$ cat src/rtl/madi_pkg.sv
// ----------------------------------------------------------------------------
// madi_pkg
// Shared types and constants of the moving average deadzone integrator.
// ----------------------------------------------------------------------------
package madi_pkg;

  localparam int ANG_W       = 15;
  localparam int CFG_W       = 14;
  localparam int EXT_W       = 17;
  localparam int IN_DATA_W   = 32;
  localparam int OUT_DATA_W  = 32;
  localparam int CFG_ADDR_W  = 1;

  localparam int ROLL_WINDOW_DEF  = 27;
  localparam int PITCH_WINDOW_DEF = 47;

  localparam logic [CFG_W-1:0] DEAD_BAND_RST   = 14'd64;
  localparam logic [CFG_W-1:0] ANGLE_LIMIT_RST = 14'd1280;

  typedef enum logic [CFG_ADDR_W-1:0] {
    REG_DEAD_BAND   = 1'b0,
    REG_ANGLE_LIMIT = 1'b1
  } cfg_reg_e;

  typedef enum logic [2:0] {
    L_IDLE,
    L_UPD,
    L_START,
    L_DIV,
    L_DONE
  } lane_state_e;

  typedef struct packed {
    logic                    idle;
    logic                    done;
    logic signed [ANG_W-1:0] step;
    logic signed [ANG_W-1:0] sample;
  } lane_res_t;

endpackage

$ cat src/rtl/madi_div.sv
// ----------------------------------------------------------------------------
// madi_div
// Restoring unsigned divider, one quotient bit per cycle.
// ----------------------------------------------------------------------------
module madi_div #(
  parameter int NUM_W = 20,
  parameter int DEN_W = 9
) (
  input  logic             clk_i,
  input  logic             rst_ni,
  input  logic             start_i,
  input  logic [NUM_W-1:0] num_i,
  input  logic [DEN_W-1:0] den_i,
  output logic             done_o,
  output logic [NUM_W-1:0] quo_o
);

  localparam int CNT_W = $clog2(NUM_W + 1);

  logic [NUM_W-1:0] quo_q, quo_d;
  logic [DEN_W-1:0] rem_q, rem_d;
  logic [DEN_W-1:0] den_q;
  logic [CNT_W-1:0] cnt_q, cnt_d;
  logic             busy_q, busy_d;
  logic             done_q, done_d;
  logic [DEN_W:0]   trial;
  logic             ge;

  assign trial = {rem_q, quo_q[NUM_W-1]};
  assign ge    = trial >= {1'b0, den_q};

  always_comb begin
    quo_d  = quo_q;
    rem_d  = rem_q;
    cnt_d  = cnt_q;
    busy_d = busy_q;
    done_d = 1'b0;
    if (start_i) begin
      quo_d  = num_i;
      rem_d  = '0;
      cnt_d  = CNT_W'(NUM_W);
      busy_d = 1'b1;
    end else if (busy_q) begin
      quo_d = {quo_q[NUM_W-2:0], ge};
      rem_d = ge ? DEN_W'(trial - {1'b0, den_q}) : trial[DEN_W-1:0];
      cnt_d = cnt_q - CNT_W'(1);
      if (cnt_q == CNT_W'(1)) begin
        busy_d = 1'b0;
        done_d = 1'b1;
      end
    end
  end

  always_ff @(posedge clk_i or negedge rst_ni) begin
    if (!rst_ni) begin
      cnt_q  <= '0;
      busy_q <= 1'b0;
      done_q <= 1'b0;
    end else begin
      cnt_q  <= cnt_d;
      busy_q <= busy_d;
      done_q <= done_d;
    end
  end

  always_ff @(posedge clk_i) begin
    quo_q <= quo_d;
    rem_q <= rem_d;
    if (start_i) begin
      den_q <= den_i;
    end
  end

  assign done_o = done_q;
  assign quo_o  = quo_q;

endmodule

$ cat src/rtl/madi_lane.sv
// ----------------------------------------------------------------------------
// madi_lane
// One moving average lane: sample window, running sum, tenth of the mean.
// ----------------------------------------------------------------------------
module madi_lane #(
  parameter int DEPTH = 27
) (
  input  logic                          clk_i,
  input  logic                          rst_ni,
  input  logic                          start_i,
  input  logic signed [madi_pkg::ANG_W-1:0] sample_i,
  input  logic                          release_i,
  output madi_pkg::lane_res_t           res_o
);

  import madi_pkg::*;

  localparam int FILL_W = $clog2(DEPTH + 1);
  localparam int SLOT_W = (DEPTH > 1) ? $clog2(DEPTH) : 1;
  localparam int SUM_W  = ANG_W + FILL_W;
  localparam int DEN_W  = FILL_W + 4;

  lane_state_e state_q, state_d;

  logic signed [ANG_W-1:0] mem [DEPTH];
  logic signed [ANG_W-1:0] rdata_q;
  logic signed [ANG_W-1:0] sample_q;
  logic signed [ANG_W-1:0] step_q;
  logic signed [SUM_W-1:0] sum_q, sum_d;
  logic [FILL_W-1:0]       fill_q, fill_d;
  logic [SLOT_W-1:0]       slot_q, slot_d;
  logic                    full;
  logic                    mem_we;
  logic                    div_start;
  logic                    div_done;
  logic [SUM_W-1:0]        div_quo;
  logic [SUM_W-1:0]        mag;
  logic [DEN_W-1:0]        den;
  logic [DEN_W-1:0]        fill_ext;

  assign full     = fill_q == FILL_W'(DEPTH);
  assign mag      = sum_q[SUM_W-1] ? SUM_W'(-sum_q) : SUM_W'(sum_q);
  assign fill_ext = DEN_W'(fill_q);
  assign den      = (fill_ext << 3) + (fill_ext << 1);

  always_comb begin
    state_d = state_q;
    unique case (state_q)
      L_IDLE:  if (start_i) state_d = L_UPD;
      L_UPD:   state_d = L_START;
      L_START: state_d = L_DIV;
      L_DIV:   if (div_done) state_d = L_DONE;
      L_DONE:  if (release_i) state_d = L_IDLE;
      default: state_d = L_IDLE;
    endcase
  end

  always_comb begin
    mem_we       = 1'b0;
    div_start    = 1'b0;
    res_o.idle   = 1'b0;
    res_o.done   = 1'b0;
    res_o.step   = step_q;
    res_o.sample = sample_q;
    unique case (state_q)
      L_IDLE:  res_o.idle = 1'b1;
      L_UPD:   mem_we     = 1'b1;
      L_START: div_start  = 1'b1;
      L_DIV:   ;
      L_DONE:  res_o.done = 1'b1;
      default: ;
    endcase
  end

  always_comb begin
    sum_d  = sum_q;
    fill_d = fill_q;
    slot_d = slot_q;
    if (mem_we) begin
      sum_d = sum_q + SUM_W'(sample_q) - (full ? SUM_W'(rdata_q) : SUM_W'(0));
      if (!full) begin
        fill_d = fill_q + FILL_W'(1);
      end
      slot_d = (slot_q == SLOT_W'(DEPTH - 1)) ? '0 : slot_q + SLOT_W'(1);
    end
  end

  always_ff @(posedge clk_i or negedge rst_ni) begin
    if (!rst_ni) begin
      state_q <= L_IDLE;
      sum_q   <= '0;
      fill_q  <= '0;
      slot_q  <= '0;
    end else begin
      state_q <= state_d;
      sum_q   <= sum_d;
      fill_q  <= fill_d;
      slot_q  <= slot_d;
    end
  end

  always_ff @(posedge clk_i) begin
    if (start_i && res_o.idle) begin
      sample_q <= sample_i;
    end
    if (state_q == L_DIV && div_done) begin
      step_q <= sum_q[SUM_W-1] ? -$signed(div_quo[ANG_W-1:0])
                               : $signed(div_quo[ANG_W-1:0]);
    end
  end

  always_ff @(posedge clk_i) begin
    if (mem_we) begin
      mem[slot_q] <= sample_q;
    end
    rdata_q <= mem[slot_q];
  end

  madi_div #(
    .NUM_W(SUM_W),
    .DEN_W(DEN_W)
  ) u_div (
    .clk_i  (clk_i),
    .rst_ni (rst_ni),
    .start_i(div_start),
    .num_i  (mag),
    .den_i  (den),
    .done_o (div_done),
    .quo_o  (div_quo)
  );

  a_fill_bound: assert property (@(posedge clk_i) disable iff (!rst_ni)
    fill_q <= FILL_W'(DEPTH))
    else $error("fill count beyond window depth");

  a_slot_bound: assert property (@(posedge clk_i) disable iff (!rst_ni)
    slot_q <= SLOT_W'(DEPTH - 1))
    else $error("window slot out of range");

endmodule

$ cat src/rtl/madi_merge.sv
// ----------------------------------------------------------------------------
// madi_merge
// Combine both lanes: deadzone test, integrate, clamp, output register.
// ----------------------------------------------------------------------------
module madi_merge (
  input  logic                           clk_i,
  input  logic                           rst_ni,
  input  madi_pkg::lane_res_t            roll_i,
  input  madi_pkg::lane_res_t            pitch_i,
  input  logic [madi_pkg::CFG_W-1:0]     dead_band_i,
  input  logic [madi_pkg::CFG_W-1:0]     angle_limit_i,
  input  logic                           out_ready_i,
  output logic                           out_valid_o,
  output logic signed [madi_pkg::ANG_W-1:0] pitch_target_o,
  output logic signed [madi_pkg::ANG_W-1:0] roll_target_o,
  output logic                           release_o
);

  import madi_pkg::*;

  logic                    fire;
  logic                    out_valid_q, out_valid_d;
  logic signed [ANG_W-1:0] pitch_int_q, pitch_int_d;
  logic signed [ANG_W-1:0] roll_int_q, roll_int_d;
  logic signed [EXT_W-1:0] lim_pos;
  logic signed [EXT_W-1:0] lim_neg;
  logic signed [EXT_W-1:0] db_pos;
  logic signed [EXT_W-1:0] db_neg;
  logic signed [EXT_W-1:0] pitch_raw;
  logic signed [EXT_W-1:0] roll_raw;
  logic                    roll_out;
  logic                    pitch_out;

  assign lim_pos = $signed(EXT_W'(angle_limit_i));
  assign lim_neg = -lim_pos;
  assign db_pos  = $signed(EXT_W'(dead_band_i));
  assign db_neg  = -db_pos;

  assign roll_out  = (EXT_W'(roll_i.sample) > db_pos) || (EXT_W'(roll_i.sample) < db_neg);
  assign pitch_out = (EXT_W'(pitch_i.sample) > db_pos) || (EXT_W'(pitch_i.sample) < db_neg);

  assign pitch_raw = roll_out ? EXT_W'(pitch_int_q) - EXT_W'(roll_i.step)
                              : EXT_W'(pitch_int_q);
  assign roll_raw  = pitch_out ? EXT_W'(roll_int_q) - EXT_W'(pitch_i.step)
                               : EXT_W'(roll_int_q);

  assign fire = roll_i.done && pitch_i.done && (!out_valid_q || out_ready_i);

  always_comb begin
    pitch_int_d = pitch_int_q;
    roll_int_d  = roll_int_q;
    out_valid_d = out_valid_q && !out_ready_i;
    if (fire) begin
      out_valid_d = 1'b1;
      if (pitch_raw > lim_pos) begin
        pitch_int_d = lim_pos[ANG_W-1:0];
      end else if (pitch_raw < lim_neg) begin
        pitch_int_d = lim_neg[ANG_W-1:0];
      end else begin
        pitch_int_d = pitch_raw[ANG_W-1:0];
      end
      if (roll_raw > lim_pos) begin
        roll_int_d = lim_pos[ANG_W-1:0];
      end else if (roll_raw < lim_neg) begin
        roll_int_d = lim_neg[ANG_W-1:0];
      end else begin
        roll_int_d = roll_raw[ANG_W-1:0];
      end
    end
  end

  always_ff @(posedge clk_i or negedge rst_ni) begin
    if (!rst_ni) begin
      out_valid_q <= 1'b0;
      pitch_int_q <= '0;
      roll_int_q  <= '0;
    end else begin
      out_valid_q <= out_valid_d;
      pitch_int_q <= pitch_int_d;
      roll_int_q  <= roll_int_d;
    end
  end

  assign out_valid_o    = out_valid_q;
  assign pitch_target_o = pitch_int_q;
  assign roll_target_o  = roll_int_q;
  assign release_o      = fire;

  a_pitch_clamp: assert property (@(posedge clk_i) disable iff (!rst_ni)
    fire |=> (EXT_W'(pitch_int_q) <= lim_pos) && (EXT_W'(pitch_int_q) >= lim_neg))
    else $error("pitch integrator outside limit");

  a_roll_clamp: assert property (@(posedge clk_i) disable iff (!rst_ni)
    fire |=> (EXT_W'(roll_int_q) <= lim_pos) && (EXT_W'(roll_int_q) >= lim_neg))
    else $error("roll integrator outside limit");

endmodule

$ cat src/rtl/moving_average_deadzone_integrator.sv
// ----------------------------------------------------------------------------
// moving_average_deadzone_integrator
// Cross-coupled moving average deadzone integrator for roll and pitch.
//
// Input stream: one beat carries a roll and a pitch sample (1/64 degree).
// Output stream: one beat per input beat with the pitch and roll targets.
// Config port: write dead_band (index 0) or angle_limit (index 1) while idle.
// Each angle runs in its own lane: a sample window, running sum and a
// one-bit-per-cycle divider for the tenth of the mean. The merge stage
// applies the deadzone, integrates, clamps and loads the output register.
// A beat is taken only while both lanes are idle. Each lane then updates its
// window and sum, starts its divider and holds its result until the merge
// stage takes both; the lane with the wider window finishes its division last.
// A new beat is taken as soon as both lanes hand off, while the previous
// result still waits.
// Reset clears sums, fill counts, slots and integrators; window contents
// are left undefined and are read only after being written.
// When the receiver stalls, the result holds and one more beat can be
// worked up to the merge stage, after which the input stalls too.
// ----------------------------------------------------------------------------
module moving_average_deadzone_integrator #(
  parameter int ROLL_WINDOW  = madi_pkg::ROLL_WINDOW_DEF,
  parameter int PITCH_WINDOW = madi_pkg::PITCH_WINDOW_DEF
) (
  input  logic                              clk_i,
  input  logic                              rst_ni,
  input  logic                              s_axis_tvalid,
  output logic                              s_axis_tready,
  // roll_angle [14:0], pitch_angle [29:15], zero [31:30]
  input  logic [madi_pkg::IN_DATA_W-1:0]    s_axis_tdata,
  output logic                              m_axis_tvalid,
  input  logic                              m_axis_tready,
  // pitch_target [14:0], roll_target [29:15], zero [31:30]
  output logic [madi_pkg::OUT_DATA_W-1:0]   m_axis_tdata,
  input  logic                              cfg_we_i,
  input  logic [madi_pkg::CFG_ADDR_W-1:0]   cfg_addr_i,
  input  logic [madi_pkg::CFG_W-1:0]        cfg_wdata_i
);

  import madi_pkg::*;

  lane_res_t               roll_res;
  lane_res_t               pitch_res;
  logic                    in_take;
  logic                    release_w;
  logic [CFG_W-1:0]        dead_band_q;
  logic [CFG_W-1:0]        angle_limit_q;
  logic signed [ANG_W-1:0] pitch_target;
  logic signed [ANG_W-1:0] roll_target;

  assign s_axis_tready = roll_res.idle && pitch_res.idle;
  assign in_take       = s_axis_tvalid && s_axis_tready;

  always_ff @(posedge clk_i or negedge rst_ni) begin
    if (!rst_ni) begin
      dead_band_q   <= DEAD_BAND_RST;
      angle_limit_q <= ANGLE_LIMIT_RST;
    end else if (cfg_we_i) begin
      unique case (cfg_reg_e'(cfg_addr_i))
        REG_DEAD_BAND:   dead_band_q   <= cfg_wdata_i;
        REG_ANGLE_LIMIT: angle_limit_q <= cfg_wdata_i;
        default: ;
      endcase
    end
  end

  madi_lane #(
    .DEPTH(ROLL_WINDOW)
  ) u_roll_lane (
    .clk_i    (clk_i),
    .rst_ni   (rst_ni),
    .start_i  (in_take),
    .sample_i ($signed(s_axis_tdata[ANG_W-1:0])),
    .release_i(release_w),
    .res_o    (roll_res)
  );

  madi_lane #(
    .DEPTH(PITCH_WINDOW)
  ) u_pitch_lane (
    .clk_i    (clk_i),
    .rst_ni   (rst_ni),
    .start_i  (in_take),
    .sample_i ($signed(s_axis_tdata[2*ANG_W-1:ANG_W])),
    .release_i(release_w),
    .res_o    (pitch_res)
  );

  madi_merge u_merge (
    .clk_i         (clk_i),
    .rst_ni        (rst_ni),
    .roll_i        (roll_res),
    .pitch_i       (pitch_res),
    .dead_band_i   (dead_band_q),
    .angle_limit_i (angle_limit_q),
    .out_ready_i   (m_axis_tready),
    .out_valid_o   (m_axis_tvalid),
    .pitch_target_o(pitch_target),
    .roll_target_o (roll_target),
    .release_o     (release_w)
  );

  assign m_axis_tdata = {{(OUT_DATA_W - 2*ANG_W){1'b0}}, roll_target, pitch_target};

endmodule

$ cat config.mk
export PLATFORM = sky130hd
export DESIGN_NAME = moving_average_deadzone_integrator
export DESIGN_NICKNAME = d
export VERILOG_FILES = /design/src/rtl/madi_pkg.sv /design/src/rtl/madi_div.sv /design/src/rtl/madi_lane.sv /design/src/rtl/madi_merge.sv /design/src/rtl/moving_average_deadzone_integrator.sv
export SDC_FILE = /design/constraint.sdc
export NUM_CORES = 2
export LEC_CHECK = 0
export ABC_AREA = 1
export BUFFER_PORTS_ARGS = -buffer_cell sky130_fd_sc_hd__clkbuf_2
export CORE_UTILIZATION = 55
export DETAILED_ROUTE_END_ITERATION = 6
export GPL_TIMING_DRIVEN = 0
export PLACE_DENSITY = 0.81
export SYNTH_ARGS = -nofsm -noshare
export SYNTH_HDL_FRONTEND = slang
export SYNTH_SLANG_ARGS = --single-unit
$ cat constraint.sdc
create_clock -name clk_i -period 7.55 [get_ports clk_i]
set_clock_uncertainty 0.1 [all_clocks]
set_input_delay 0.755 -clock clk_i [delete_from_list [all_inputs] [get_ports clk_i]]
set_output_delay 0.755 -clock clk_i [all_outputs]
set_load 0.01 [all_outputs]
# ---- Word level (Yosys, flattened, before mapping)
# Memory sizes are Yosys's and may differ from the RTL's. A register that Yosys moved wholly into a read port is not among the register bits.
# Index checks and enable logic that the tools add are counted.
dict set report word_totals {
  ram_bits 1110
  register_bits 281
  inputBits 52
  output_inout_bits 34
  latchBits 0
  memories 2
  mem_bits_ro 0
  elab_cells 165
}
# memory words word_bits read_ports rd_ports_with_merged_regs wr line_no
set mem_list {}
lappend mem_list {u_pitch_lane.mem 47 15 1 1 1 madi_lane.sv:25} ;# logic signed [ANG_W-1:0] mem [DEPTH];
lappend mem_list {u_roll_lane.mem 27 15 1 1 1 madi_lane.sv:25}
dict set report classes {
  n_mux 55
  n_addsub 22
  mul 0
  magnitude_cmp 10
  n_reduce_logical 24
  div_mod_pow 0
  n_bitwise 3
  n_eq_ne 20
  shifts 0
}
# op n
set op_table {}
lappend op_table {{$mux W15} 6}
lappend op_table {{$mux W21} 4}
lappend op_table {{$mux W20} 4}
lappend op_table {{$gt A17 B15 Y1} 2}
lappend op_table {{$lt A15 B17 Y1} 2}
lappend op_table {{$lt A17 B17 Y1} 2}
lappend op_table {{$mux W17} 2}
lappend op_table {{$neg A14 Y17} 2}
lappend op_table {{$sub A15 B15 Y16} 2}
lappend op_table {{$gt A15 B15 Y1} 2}
lappend op_table {{$neg A15 Y15} 2}
lappend op_table {{$pmux W3 S5} 2}
lappend op_table {{$mux W1} 25}
lappend op_table {{$mux W5} 5}
lappend op_table {{$add A21 B15 Y21} 1}
lappend op_table {{$neg A21 Y21} 1}
lappend op_table {{$sub A21 B21 Y21} 1}
lappend op_table {{$add A20 B15 Y20} 1}
lappend op_table {{$neg A20 Y20} 1}
lappend op_table {{$sub A20 B20 Y20} 1}
lappend op_table {{$add A6 B1 Y6 const B} 2}
lappend op_table {{$eq A3 B2 Y1 const B} 4}
lappend op_table {{$eq A6 B6 Y1 const B} 2}
lappend op_table {{$mux W3} 4}
lappend op_table {{25 further kinds} 54}

# ---- Longest topological paths before layout
dict set report depth {
  ltp_word 7
  depth_mapped 38
}

# ---- Hierarchy
# From an unflattened synthesis, not the netlist that was laid out.
dict set report unflattened {
  cells_unflattened 7008
  area_unflattened_um2 68754.7
}
# mod n_inst cells_each seq_area_each_um2 area_each_um2
set modules_own_cells {}
lappend modules_own_cells {{madi_lane (u_pitch_lane)} 1 3169 23272.3 33840.0}
lappend modules_own_cells {{madi_lane (u_roll_lane)} 1 1925 14188.6 21306.7}
lappend modules_own_cells {madi_merge 1 1176 775.7 7477.2}
lappend modules_own_cells {{madi_div (u_pitch_lane.u_div)} 1 328 1306.3 2621.3}
lappend modules_own_cells {{madi_div (u_roll_lane.u_div)} 1 280 1226.2 2353.5}
lappend modules_own_cells {moving_average_deadzone_integrator 1 130 704.4 1156.1}

# ---- Least setup slack after synthesis
# OpenSTA, ideal clock, no wires.
dict set report synth_path {
  path_kind {register -> register}
  startpoint {reg dead_band_q[1]}
  endpoint {reg u_merge.pitch_int_q[8] (netlist: u_merge.pitch_target_o[8])}
  required_ns 7.333
  arrival_ns 4.667
  setup_slack_ns 2.666
  stages_incl_launch_ff 38
  setup_time_ns 0.117
  period_less_slack_ns 4.884
  n_path_buf 2
  cell_sequence {dfrtp_1 inv_1 ha_1 nand2_2 nor2_4 nand4_1 nor3_1 ha_1 nand4_1 nor2_1 nand2_1 nor2_1 nand3_1 nand2_1 inv_1 nand3b_1 nand2_4 nand2_4 [2 not listed] buf_2 inv_1 ha_1 nand2_1 inv_1 nand3_1 a21oi_1 a2111oi_0 nand3_1 xor2_1 inv_1 clkbuf_1 nand3_1 nand2_1 inv_1 nand2_1 nand3_1 nand2_1}
}
dict set report synth_via {
  elab_chain_cells 7
}
# item line_no
set synth_rtl {}
lappend synth_rtl {{start: declaration} moving_average_deadzone_integrator.sv:46} ;# logic [CFG_W-1:0] dead_band_q;
lappend synth_rtl {{start signal: assignment} moving_average_deadzone_integrator.sv:60} ;# REG_DEAD_BAND: dead_band_q <= cfg_wdata_i;
lappend synth_rtl {{$neg A14 Y17} madi_merge.sv:37} ;# assign db_neg = -db_pos;
lappend synth_rtl {{$lt A15 B17 Y1} madi_merge.sv:39} ;# assign roll_out = (EXT_W'(roll_i.sample) > db_pos) || (EXT_W'(roll_i.sample) < db_neg);
lappend synth_rtl {{$logic_or A1 B1 Y1 *} madi_merge.sv:39}
lappend synth_rtl {{$mux W17 *} madi_merge.sv:42} ;# assign pitch_raw = roll_out ? EXT_W'(pitch_int_q) - EXT_W'(roll_i.step)
lappend synth_rtl {{$lt A17 B17 Y1} madi_merge.sv:57} ;# end else if (pitch_raw < lim_neg) begin
lappend synth_rtl {{$mux W15} madi_merge.sv:57}
lappend synth_rtl {{$mux W15 *} madi_merge.sv:55} ;# if (pitch_raw > lim_pos) begin
lappend synth_rtl {{end signal: assignment} madi_merge.sv:79} ;# pitch_int_q <= pitch_int_d;
lappend synth_rtl {{end: declaration} madi_merge.sv:23} ;# logic signed [ANG_W-1:0] pitch_int_q, pitch_int_d;
# Mark *: on every way between the ends. The rest lies on a longest branch, timed or not.
# A chain may end at the register's enable or synchronous reset.

# ---- Final worst setup path
dict set report layout_path {
  startpoint {reg u_roll_lane.sample_q[2]}
  endpoint {reg u_merge.pitch_int_q[10] (netlist: u_merge.pitch_target_o[10])}
}
dict set report layout_via {
  elab_chain_cells 6
}
# item line_no
set layout_rtl {}
lappend layout_rtl {{start: declaration} madi_lane.sv:27} ;# logic signed [ANG_W-1:0] sample_q;
lappend layout_rtl {{start signal: assignment} madi_lane.sv:104} ;# sample_q <= sample_i;
lappend layout_rtl {{$lt A15 B17 Y1 / $gt A15 B15 Y1 (equally long branches)} madi_merge.sv:39}
lappend layout_rtl {{$logic_or A1 B1 Y1 *} madi_merge.sv:39}
lappend layout_rtl {{$mux W17 *} madi_merge.sv:42}
lappend layout_rtl {{$lt A17 B17 Y1} madi_merge.sv:57}
lappend layout_rtl {{$mux W15} madi_merge.sv:57}
lappend layout_rtl {{$mux W15 *} madi_merge.sv:55}
# Marked as above.

==> impl_metrics.csv <==
group,metric,value,unit
critical_path,start_kind,"register",
timing,worst_pin_slew,1510,ps
floorplanning,start_util,55.4,%
critical_path,end_kind,"register",
critical_path,required,8120,ps
timing,slew_violations,31,
timing,rsz0062_at_grt,"no",
timing,setup_violations,0,
global_route,antenna_found_initial,7,
route,wl_per_cell,25.6,um
timing,setup-tns-final,0,ps
placement,gp_congestion,1.01,
power_and_ir_drop,ir_drop,0.266,mV
timing,min_period,6890,ps
floorplanning,die_y,344,um
critical_path,crit_fanout,30,
clocking,clock_latency,790,ps
global_route,grt_pass1_wl,281000,um
global_route,grt.total_usage,32.2,%
power_and_ir_drop,p_per_area,389,nW/um2
clocking,tritoncts,"done",
synth,ys.flop_type,"edfxtp_1",
timing,whs,55.5,ps
timing,slew_headroom,-0.437,%
clocking,path_clk_slew,60,ps
synth,ys_types,65,
floorplanning,ios,86,
critical_path,r2r-start,"u_roll_lane.sample_q[2]",
synth,syn_area_per_cell,11.5,um2
run,cap_violations,2,
critical_path,r2r_slack,660,ps
synth,synth-edff-count,1228,
critical_path,crit_end,"u_merge.pitch_target_o[10]",
critical_path,crit_type,"register to register",
clocking,root_buffer,"clkbuf_16",
global_route,grt_pass1_vias,45924,
route,dr.pass1.iters,6,
hold_path,min_path_cells,1,
route,wl,192000,um
cells_and_area,seq_area,41400,um2
route,drtIter0Drc,7078,
outcome,status,"finished with violations",
floorplanning,die_w,344,um
timing,period_share,91.2,%
clocking,cts_buffers,142,
synth,ys_seq_area_share,64.4,%
route,routed_via_density,6.34,
outcome,violations,"max-capacitance violations, max-slew violations",
global_route,grt_start_max_net_pins,107,
global_route,grt-ovfl-total,0,
critical_path,cp-startpoint,"u_roll_lane.sample_q[2]",
cells_and_area,fillCellCount,8418,
critical_path,slowest_stage,"edfxtp_1",
power_and_ir_drop,p_leak,27.6,nW
hold_path,worstHoldPathType,"input pin to register",
floorplanning,dieArea,118000,um2
critical_path,r2r_cells,28,
route,vias,47588,
critical_path,max_stage_delay,1320,ps
critical_path,crit_arrival,7450,ps
synth,netlist_instances,5572,
route,antenna_left,0,
synth,synth_seq_cells,1419,
timing,final_hold_viol_count,0,
synth,netlist_area,64300,um2
synth,yosys_warnings,0,
clocking,htreeDepth,4,
clocking,cts.sinks,1419,
cells_and_area,drive_gt1_share,7.83,%
timing,max_freq,0.145,GHz
floorplanning,core_area,116000,um2
placement,hpwl,129000,um
route,route.detailed.drc,0,
cells_and_area,multiInputGateArea,20100,um2
clocking,clockBufferDepth,3,
floorplanning,fp-row-count,125,
cells_and_area,final_nets,6192,
placement,portBuffers,81,
synth,async_flop_share,10.0,%
cells_and_area,area_growth,13.2,%
critical_path,r2r-end,"u_merge.pitch_target_o[10]",
[registers in the layout, indices dropped and copies added (netlist names), 6 cells and up, named ones only]
| signal | cells |
|---|---|
| u_pitch_lane.mem | 705 |
| u_roll_lane.mem | 405 |
| u_pitch_lane.sum_q | 21 |
| u_pitch_lane.u_div.quo_o | 21 |
| u_roll_lane.sum_q | 20 |
| u_roll_lane.u_div.quo_o | 20 |
| u_merge.pitch_target_o | 15 |
| u_pitch_lane.rdata_q | 15 |
| u_pitch_lane.sample_q | 15 |
| u_pitch_lane.step_q | 15 |
| u_roll_lane.rdata_q | 15 |
| u_roll_lane.sample_q | 15 |
| u_roll_lane.step_q | 15 |
| angle_limit_q | 14 |
| dead_band_q | 14 |
| u_merge.roll_target_o | 14 |
| u_pitch_lane.u_div.rem_q | 10 |
| u_pitch_lane.u_div.den_q | 9 |
| u_roll_lane.u_div.rem_q | 9 |
| u_roll_lane.u_div.den_q | 8 |
| u_pitch_lane.fill_q | 6 |
| u_pitch_lane.slot_q | 6 |
[critical path, delay by kind of cell (launching register included)]
kind / cells / cell delay, ps
and+or+nand+nor: 12 / 1520
AOI/OAI and AO/OA: 8 / 1480
DFF: 1 / 1320
buffers and inverters: 5 / 1130
adders and majority gates: 2 / 730
xor gates and xnor gates: 1 / 460
[synth_stat cells (all sizes together), types with 8 or more instances]
master   count  area share (%)
dfxtp       49             1.5
fa          45             1.4
nand4      129             1.3
o22ai       93            0.91
buf         39            0.30
xnor2       37            0.50
inv        550             3.2
edfxtp    1228              57
nor4         9           0.088
a21oi      171             1.3
o221ai       8            0.11
dfrtp      139             5.4
a22oi       90             1.1
o211ai      22            0.26
a21boi      15            0.18
a32o         8            0.12
o31ai       11            0.13
nor2       482             2.8
a22o        92             1.3
a31oi       21            0.20
ha         229             4.5
xor2       119             1.6
and2        11            0.11
nand3b       9            0.11
nor3b       11            0.13
a211oi      10            0.12
nand3      199             1.6
o2111ai     15            0.20
a221oi      90             1.2
nor3        60            0.49
o21ai      419             3.3
clkbuf     183             1.1
nand2      928             5.5
[cells by family after synthesis]
group                    synth area share (%)
AND/OR/NAND/NOR                          12.2
flip-flops                               64.4
AO/OA/AOI/OAI                            10.8
buffers and inverters                    4.60
adder cells (fa/ha/maj)                  5.86
XOR/XNOR                                 2.13
other                                 0.00583
[per-layer routing]
metal,wire length (um),global-route usage [%]
met5,14,0
met4,11400,17.4
met3,25400,8.63
met2,86900,50.1
met1,68200,41.3
[area by class of cell]
cell class	count	area share (%)
repair buffers	149	2.40
well taps	1524	2.62
inverters	554	2.86
plain buffers	222	1.21
diodes	6	0.0206
clock inverters	69	1.11
flip-flops and latches	1419	56.9
multi-input cells	3378	27.6
clock buffers	188	5.28
[per-stage QoR]
step	cells	power [W]	setup slack [ps]	util (%)	area, um2
2_1_floorplan	5573	0.0169	2670	-	64300
3_3_place_gp	7178	0.0203	702	57.4	66600
3_5_place_dp	7236	0.0208	791	58.5	67900
4_1_cts	7494	0.0278	785	62.5	72600
5_1_grt	7507	0.0295	200	62.7	72800
6_report	7509	0.0283	665	62.7	72800
[power by group]
| group | internal [W] | switching, W | total [W] |
|---|---|---|---|
| combinational | 0.00345 | 0.00772 | 0.0112 |
| clock | 0.00400 | 0.00309 | 0.00709 |
| sequential | 0.00943 | 0.000616 | 0.0100 |
| total | 0.0169 | 0.0114 | 0.0283 |
[worst min-delay path by stage]
| stage | start | to |
|---|---|---|
| 2_1_floorplan | u_roll_lane.u_div.rem_q[8] | u_roll_lane.u_div.rem_q[8] |
| 3_3_place_gp | u_roll_lane.u_div.cnt_q[1] | u_roll_lane.u_div.cnt_q[1] |
| 3_5_place_dp | u_roll_lane.sum_q[6] | u_roll_lane.sum_q[6] |
| 4_1_cts | s_axis_tdata[6] | u_roll_lane.sample_q[6] |
| 5_1_grt | s_axis_tdata[6] | u_roll_lane.sample_q[6] |
| 6_report | s_axis_tdata[21] | u_pitch_lane.sample_q[6] |
[placed cells by master, fill, tap and decap left out, drive strengths merged, types with 15 or more instances in the layout]
master,instances
fa,45
buf,104
clkbuf,454
nor3,60
ha,229
nand2,928
inv,555
a221oi,90
xnor2,37
nand3,199
xor2,119
o21ai,419
a22o,92
nand4,129
o22ai,93
nor2,482
clkinv,53
o2111ai,15
edfxtp,1228
a21boi,15
a22oi,90
a31oi,21
dfxtp,49
a21oi,171
o211ai,22
dfrtp,139
[timing repair]
action | CTS | global route
hold endpoints to repair | 36 | 0
setup endpoints to repair | 0 | 0
hold buffers | 1 | 0
resized for setup | 0 | 0
setup buffers | 0 | 0
No activity file was read; power rests on OpenSTA's default activity.
